### src/rtl/core/ycq_pkg.sv
// Types and constants of the YCbCr quad to RGB converter.
// No dependencies; every other file of the block but the assertion macros header uses it.
package ycq_pkg;

    localparam int PROD_W = 26;
    localparam int SUM_W  = 28;

    localparam logic signed [17:0] COEF_CR_R = 18'sd91881;
    localparam logic signed [17:0] COEF_CB_G = 18'sd22553;
    localparam logic signed [17:0] COEF_CR_G = 18'sd46802;
    localparam logic signed [17:0] COEF_CB_B = 18'sd116130;
    localparam logic [SUM_W-1:0]   HALF_Q16  = SUM_W'(32768);

    localparam int CFG_IDX_W = 2;
    localparam int CFG_DAT_W = 2;

    localparam logic [CFG_IDX_W-1:0] REG_SUB_W = 2'd0;
    localparam logic [CFG_IDX_W-1:0] REG_SUB_H = 2'd1;

    localparam logic [CFG_DAT_W-1:0] SUB_RESET = 2'd2;

    typedef struct packed {
        logic [7:0] luma_tl;
        logic [7:0] luma_tr;
        logic [7:0] luma_bl;
        logic [7:0] luma_br;
        logic [7:0] blue_diff_a;
        logic [7:0] blue_diff_b;
        logic [7:0] blue_diff_c;
        logic [7:0] blue_diff_d;
        logic [7:0] red_diff_a;
        logic [7:0] red_diff_b;
        logic [7:0] red_diff_c;
        logic [7:0] red_diff_d;
    } req_t;

    typedef struct packed {
        logic [7:0] tl_red;
        logic [7:0] tl_green;
        logic [7:0] tl_blue;
        logic [7:0] tr_red;
        logic [7:0] tr_green;
        logic [7:0] tr_blue;
        logic [7:0] bl_red;
        logic [7:0] bl_green;
        logic [7:0] bl_blue;
        logic [7:0] br_red;
        logic [7:0] br_green;
        logic [7:0] br_blue;
    } rsp_t;

    typedef struct packed {
        logic half_w;
        logic half_h;
    } sub_cfg_t;

    typedef struct packed {
        logic [7:0]        luma;
        logic signed [7:0] db;
        logic signed [7:0] dr;
    } pix_t;

    typedef pix_t [3:0] pix_quad_t;

    typedef struct packed {
        logic [7:0]               luma;
        logic signed [PROD_W-1:0] cr_r;
        logic signed [PROD_W-1:0] cb_g;
        logic signed [PROD_W-1:0] cr_g;
        logic signed [PROD_W-1:0] cb_b;
    } prod_t;

    typedef prod_t [3:0] prod_quad_t;

endpackage

### src/rtl/core/ycq_sel_stage.sv
// First pipeline stage: picks the chroma pair of each pixel and removes the chroma offset.
// Depends on ycq_pkg.
module ycq_sel_stage (
    input  logic              clk,
    input  logic              rst_n,
    input  ycq_pkg::sub_cfg_t cfg,
    input  logic              in_valid,
    output logic              in_stall,
    input  ycq_pkg::req_t     in_data,
    output logic              out_valid,
    input  logic              out_stall,
    output ycq_pkg::pix_quad_t out_data
);
    import ycq_pkg::*;

    logic      valid_reg;
    pix_quad_t data_reg;
    pix_quad_t data_next;
    logic      advance;

    logic [3:0][7:0] cb;
    logic [3:0][7:0] cr;
    logic [3:0][7:0] luma;

    assign advance  = !valid_reg || !out_stall;
    assign in_stall = !advance;

    assign cb   = {in_data.blue_diff_d, in_data.blue_diff_c,
                   in_data.blue_diff_b, in_data.blue_diff_a};
    assign cr   = {in_data.red_diff_d, in_data.red_diff_c,
                   in_data.red_diff_b, in_data.red_diff_a};
    assign luma = {in_data.luma_br, in_data.luma_bl,
                   in_data.luma_tr, in_data.luma_tl};

    // Pixel p sits at row p[1] and column p[0]; subsampling drops the matching index bit.
    always_comb
    begin
        logic [1:0] idx;
        for (int p = 0; p < 4; p++)
        begin
            idx = {p[1] & ~cfg.half_h, p[0] & ~cfg.half_w};
            data_next[p].luma = luma[p];
            data_next[p].db   = $signed({~cb[idx][7], cb[idx][6:0]});
            data_next[p].dr   = $signed({~cr[idx][7], cr[idx][6:0]});
        end
    end

    always_ff @(posedge clk or negedge rst_n)
    begin
        if (!rst_n)
        begin
            valid_reg <= 1'b0;
        end
        else if (advance)
        begin
            valid_reg <= in_valid;
        end
    end

    always_ff @(posedge clk)
    begin
        if (advance && in_valid)
        begin
            data_reg <= data_next;
        end
    end

    assign out_valid = valid_reg;
    assign out_data  = data_reg;

endmodule

### src/rtl/core/ycq_mul_stage.sv
// Second pipeline stage: forms the four Q16 chroma products of every pixel.
// Depends on ycq_pkg.
module ycq_mul_stage (
    input  logic                clk,
    input  logic                rst_n,
    input  logic                in_valid,
    output logic                in_stall,
    input  ycq_pkg::pix_quad_t  in_data,
    output logic                out_valid,
    input  logic                out_stall,
    output ycq_pkg::prod_quad_t out_data
);
    import ycq_pkg::*;

    logic       valid_reg;
    prod_quad_t data_reg;
    prod_quad_t data_next;
    logic       advance;

    assign advance  = !valid_reg || !out_stall;
    assign in_stall = !advance;

    always_comb
    begin
        for (int p = 0; p < 4; p++)
        begin
            data_next[p].luma = in_data[p].luma;
            data_next[p].cr_r = PROD_W'(COEF_CR_R * in_data[p].dr);
            data_next[p].cb_g = PROD_W'(COEF_CB_G * in_data[p].db);
            data_next[p].cr_g = PROD_W'(COEF_CR_G * in_data[p].dr);
            data_next[p].cb_b = PROD_W'(COEF_CB_B * in_data[p].db);
        end
    end

    always_ff @(posedge clk or negedge rst_n)
    begin
        if (!rst_n)
        begin
            valid_reg <= 1'b0;
        end
        else if (advance)
        begin
            valid_reg <= in_valid;
        end
    end

    always_ff @(posedge clk)
    begin
        if (advance && in_valid)
        begin
            data_reg <= data_next;
        end
    end

    assign out_valid = valid_reg;
    assign out_data  = data_reg;

endmodule

### src/rtl/core/ycq_sum_stage.sv
// Last pipeline stage: adds luma and products, rounds, clamps and holds the response.
// Depends on ycq_pkg.
module ycq_sum_stage (
    input  logic                clk,
    input  logic                rst_n,
    input  logic                in_valid,
    output logic                in_stall,
    input  ycq_pkg::prod_quad_t in_data,
    output logic                out_valid,
    input  logic                out_stall,
    output ycq_pkg::rsp_t       out_data
);
    import ycq_pkg::*;

    logic            valid_reg;
    rsp_t            data_reg;
    rsp_t            data_next;
    logic            advance;
    logic [3:0][7:0] red;
    logic [3:0][7:0] green;
    logic [3:0][7:0] blue;

    function automatic logic [SUM_W-1:0] ext(input logic signed [PROD_W-1:0] v);
        return {{(SUM_W-PROD_W){v[PROD_W-1]}}, v};
    endfunction

    // A negative sum gives zero; any bit above the eight result bits gives full scale.
    function automatic logic [7:0] clamp(input logic [SUM_W-1:0] t);
        logic [7:0] q;
        if (t[SUM_W-1])
        begin
            q = 8'd0;
        end
        else if (|t[SUM_W-2:24])
        begin
            q = 8'hFF;
        end
        else
        begin
            q = t[23:16];
        end
        return q;
    endfunction

    assign advance  = !valid_reg || !out_stall;
    assign in_stall = !advance;

    always_comb
    begin
        logic [SUM_W-1:0] yy;
        for (int p = 0; p < 4; p++)
        begin
            yy       = SUM_W'({in_data[p].luma, 16'h0000}) + HALF_Q16;
            red[p]   = clamp(yy + ext(in_data[p].cr_r));
            green[p] = clamp(yy - ext(in_data[p].cb_g) - ext(in_data[p].cr_g));
            blue[p]  = clamp(yy + ext(in_data[p].cb_b));
        end
        data_next.tl_red   = red[0];
        data_next.tl_green = green[0];
        data_next.tl_blue  = blue[0];
        data_next.tr_red   = red[1];
        data_next.tr_green = green[1];
        data_next.tr_blue  = blue[1];
        data_next.bl_red   = red[2];
        data_next.bl_green = green[2];
        data_next.bl_blue  = blue[2];
        data_next.br_red   = red[3];
        data_next.br_green = green[3];
        data_next.br_blue  = blue[3];
    end

    always_ff @(posedge clk or negedge rst_n)
    begin
        if (!rst_n)
        begin
            valid_reg <= 1'b0;
        end
        else if (advance)
        begin
            valid_reg <= in_valid;
        end
    end

    always_ff @(posedge clk)
    begin
        if (advance && in_valid)
        begin
            data_reg <= data_next;
        end
    end

    assign out_valid = valid_reg;
    assign out_data  = data_reg;

endmodule

### src/rtl/core/ycbcr_quad_to_rgb_top.sv
// An accepted request passes the select, multiply and sum registers in turn, then appears as the response.
// Throughput: one request per cycle while nothing stalls; three register stages: select, multiply, sum.
// Every stage moves on when the stage after it is empty or moving, so a stall loses nothing.
// Reset clears all valid bits and sets both subsampling registers to two (4:2:0).
// Top level of the converter; depends on ycq_pkg and the three stage modules.
module ycbcr_quad_to_rgb_top (
    input  logic                            clk,
    input  logic                            rst_n,
    input  logic                            req_valid,
    output logic                            req_stall,
    input  ycq_pkg::req_t                   req_data,
    output logic                            rsp_valid,
    input  logic                            rsp_stall,
    output ycq_pkg::rsp_t                   rsp_data,
    input  logic                            cfg_write,
    input  logic [ycq_pkg::CFG_IDX_W-1:0]   cfg_index,
    input  logic [ycq_pkg::CFG_DAT_W-1:0]   cfg_data
);
    import ycq_pkg::*;

    logic [CFG_DAT_W-1:0] sub_w_reg;
    logic [CFG_DAT_W-1:0] sub_h_reg;
    sub_cfg_t             cfg;

    logic       sel_valid;
    logic       sel_stall;
    pix_quad_t  sel_data;
    logic       mul_valid;
    logic       mul_stall;
    prod_quad_t mul_data;

    always_ff @(posedge clk or negedge rst_n)
    begin
        if (!rst_n)
        begin
            sub_w_reg <= SUB_RESET;
            sub_h_reg <= SUB_RESET;
        end
        else if (cfg_write)
        begin
            unique case (cfg_index)
                REG_SUB_W: sub_w_reg <= cfg_data;
                REG_SUB_H: sub_h_reg <= cfg_data;
                default:   ;
            endcase
        end
    end

    // Values two and three both mean subsampling by two.
    assign cfg.half_w = sub_w_reg[1];
    assign cfg.half_h = sub_h_reg[1];

    ycq_sel_stage u_sel (
        .clk       (clk),
        .rst_n     (rst_n),
        .cfg       (cfg),
        .in_valid  (req_valid),
        .in_stall  (req_stall),
        .in_data   (req_data),
        .out_valid (sel_valid),
        .out_stall (sel_stall),
        .out_data  (sel_data)
    );

    ycq_mul_stage u_mul (
        .clk       (clk),
        .rst_n     (rst_n),
        .in_valid  (sel_valid),
        .in_stall  (sel_stall),
        .in_data   (sel_data),
        .out_valid (mul_valid),
        .out_stall (mul_stall),
        .out_data  (mul_data)
    );

    ycq_sum_stage u_sum (
        .clk       (clk),
        .rst_n     (rst_n),
        .in_valid  (mul_valid),
        .in_stall  (mul_stall),
        .in_data   (mul_data),
        .out_valid (rsp_valid),
        .out_stall (rsp_stall),
        .out_data  (rsp_data)
    );

endmodule

### config.mk
export PLATFORM = sky130hd
export DESIGN_NAME = ycbcr_quad_to_rgb_top
export DESIGN_NICKNAME = d
export VERILOG_FILES = /design/src/rtl/core/ycq_pkg.sv /design/src/rtl/core/ycq_sel_stage.sv /design/src/rtl/core/ycq_mul_stage.sv /design/src/rtl/core/ycq_sum_stage.sv /design/src/rtl/core/ycbcr_quad_to_rgb_top.sv
export SDC_FILE = /design/constraint.sdc
export NUM_CORES = 2
export LEC_CHECK = 0
export BUFFER_PORTS_ARGS = -buffer_cell sky130_fd_sc_hd__buf_2
export CAP_MARGIN = 20
export CORE_UTILIZATION = 65
export CTS_BUF_LIST = sky130_fd_sc_hd__clkbuf_4 sky130_fd_sc_hd__clkbuf_8 sky130_fd_sc_hd__clkbuf_16
export DETAILED_ROUTE_END_ITERATION = 10
export PLACE_DENSITY = 0.9
export SLEW_MARGIN = 20
export SYNTH_ARGS = -nofsm -noshare
export SYNTH_HDL_FRONTEND = slang
export SYNTH_SLANG_ARGS = --single-unit
### constraint.sdc
create_clock -name clk -period 9.1 [get_ports clk]
set_input_delay 0 -clock clk [delete_from_list [all_inputs] [get_ports clk]]
set_output_delay 0 -clock clk [all_outputs]
set_load 0.05 [all_outputs]
==> reports/qor.csv <==
stage,metric,value,unit
critical_path,crit-path max FO,6,
cts,"Clk Latency, worst-skew pair",0.65,ns
routing,Total Wirelength,114,mm
placed_design,IO Port Bufs,201,
yosys,XOR/XNOR Fraction of Synth Area,0.0435,
yosys,"FF+latch count, synth",509,
floorplan,die area,80700,µm²
final_layout,Post-layout nets,6738,
yosys,sequential share of the synthesized area,0.295,
yosys,Syn Area/Cell,10.7,µm²
yosys,top-area cell type share of the netlist area,0.293,
critical_path,"Arr. time, crit path",5.93,ns
critical_path,Startpoint Class,register,
final_layout,"commonest non-fill, non-tap cells in the layout","inv_1 (1100), ha_1 (1005), edfxtp_1 (504), fa_1 (409), a21oi_1 (248)",
yosys,Compound-Gate Fraction of Synth Area,0.102,
sta,final setup vio count,0,
yosys,Yosys cell types,84,
sta,fmax,180,MHz
routing,DR iter-0 viols,2149,
yosys,mapped cell area,51700,µm²
cts,TritonCTS buffer count,59,
cts,CTS Buffer Depth,3,
cts,"CTS clk-pin slew, worst paths",0.06,ns
routing,ANT nets after route,0,
placed_design,Final GP Congestion,0.949,
yosys,biggest area consumer among synthesized cells,edfxtp_1,
routing,Residual DRC,0,
sta,Slew HR,0.253,
min_path,Min-Delay Path Class,input pin to register,
grt,total grt overflow,0,
grt,vias in the first global route,37922,
floorplan,Die Y,284,µm
cts,CTS tree,done,
critical_path,CP endpoint kind,register,
grt,initial antenna violation count,12,
critical_path,Worst Path Required,9.48,ns
floorplan,core area,78900,µm²
sta,Slew @ Worst Pin,1.12,ns
routing,DR vias/cell,5.66,
yosys,post-synthesis simple-gate area fraction,0.0645,
yosys,largest family of logic cells by synthesized area,adder cells,
cts,post-CTS resize count,0,
final_layout,Largest register FFs,312,
final_layout,"commonest non-fill, non-tap cell in the layout",inv_1,
cts,H-tree depth,2,
flow_run,maxcap violations,0,
outcome,status,completed,
yosys,ys flop type,edfxtp_1,
sta,Final Max Tran Viols,0,
critical_path,Setup Crit Path Kind,register to register,
yosys,largest cells by area after synthesis,"edfxtp_1 (29%), ha_1 (24%), fa_1 (16%)",
yosys,Post-Synth Adder-Cell Area,0.402,
placed_design,DP HPWL,90.9,mm
sta,RSZ-0062 raised after global routing,no,
yosys,mux share of post-synthesis cell area,0.0126,
routing,Initial DRT Pass Iterations,5,
sta,minimum clock period,5.55,ns
yosys,Post-Syn Instances,4855,
floorplan,Top Ports,203,
routing,via count,35775,
yosys,"Async S/R FF share, synth",0.00982,
yosys,Post-Syn Nets,6374,
final_layout,layout cells sized above 1,0.0742,
yosys,Yosys warnings,0,
floorplan,# rows,103,
floorplan,starting density of the core,0.656,
sta,Setup TNS,0,ns
grt,largest net degree at the start of global routing,157,
floorplan,die width,284,µm
grt,Overall Global Routing Usage,0.290,
final_layout,P&R area growth vs syn,10.5,%
yosys,number of flops mapped to enable cells by yosys,504,
sta,final hold vios,0,
cts,clock sink count,509,
sta,final worst path period share,0.610,
cts,clk root buf,clkbuf_16,
sta,clock skew,0.0319,ns
routing,routed len/inst,18.1,µm
grt,first-pass GRT wire length,188,mm
path summary, 6_finish.rpt:
check,start,end,slack (ns),cells after the start
setup reg to reg,u_sel.out_data[27]$_DFFE_PP_,u_mul.out_data[213]$_DFFE_PP_,3.55,17
hold reg to reg,u_sel.out_data[41]$_DFFE_PP_,u_mul.out_data[217]$_DFFE_PP_,0.41,0
setup / recovery,u_sel.out_data[27]$_DFFE_PP_,u_mul.out_data[213]$_DFFE_PP_,3.55,17
max in group asynchronous,rst_n,sub_w_reg[1]$_DFFE_PN1P_,8.51,3
hold / removal,req_data[7],u_sel.out_data[79]$_DFFE_PP_,0.06,5
min in group asynchronous,rst_n,u_mul.out_valid$_DFFE_PN0P_,0.32,3
critical path, stage by stage, from the launching register on:
cell and delay, ns:
edfxtp_1 0.54, inv_1 0.16, fa_1 0.51, fa_1 0.56, inv_1 0.06, fa_1 0.51
inv_1 0.05, fa_1 0.47, inv_1 0.04, ha_1 0.27, o21ai_0 0.10, o311a_1 0.42
a221oi_1 0.38, o21a_1 0.20, o21ai_0 0.17, a2111oi_1 0.56, o31a_1 0.23, nor2_1 0.06
area by class of cell:
class,instances,area [µm²]
multi-input combinational,3234,32300
fill,5370,21700
sequential,509,15300
inverter,1100,4130
timing repair buffer,315,2140
clock buffer,68,1540
tap,1050,1310
clock inverter,42,475
antenna,1,2.50
metal layers:
metal,routed length (µm),track usage
met1,47800,0.368
met2,55600,0.506
met3,7420,0.0509
met4,3450,0.0897
met5,22,0
synthesized netlist by cell type, types with 21 or more instances:
library cell / number
nor3_1: 77
or3_1: 24
a21oi_1: 248
o21bai_1: 29
nand3_1: 67
o21ai_0: 137
nor2b_1: 41
inv_1: 1100
nand2b_1: 27
a211oi_1: 32
nand2_1: 166
mux2i_1: 23
o21a_1: 103
xor2_1: 73
edfxtp_1: 504
xnor2_1: 184
fa_1: 409
mux2_2: 36
a21o_1: 86
and3_1: 30
a31oi_1: 21
nor2_1: 190
ha_1: 1005
cell families (layout without fill, tap and decap cells):
family / Yosys count / count (layout)
adder cells (fa/ha/maj): 1414 / 1414
buffers and inverters: 1112 / 1525
AO/OA/AOI/OAI: 807 / 807
AND/OR/NAND/NOR: 696 / 696
flip-flops: 509 / 509
XOR/XNOR: 257 / 257
multiplexers: 60 / 60
other: 0 / 1
through the flow:
step	util	area (µm²)	cells	hold slack, ns	setup WS (ns)
floorplan	-	51700	4855	-0.296	0.521
global placement	0.685	54100	6100	-0.183	3.66
detailed placement	0.685	54100	6100	-0.179	3.62
CTS	0.725	57200	6318	0.0266	3.58
global route	0.725	57200	6319	0.0673	3.29
finish	0.725	57200	6319	0.0606	3.55
repair_timing:
item | 4_1_cts | 5_1_grt
buffers inserted | 0 | 0
endpoints found under the hold margin | 93 | 0
hold buffers | 108 | 0
Power is left out: the tool's default activity adds up to more than one toggle a clock period on the data nets, which glitch-free logic cannot reach.
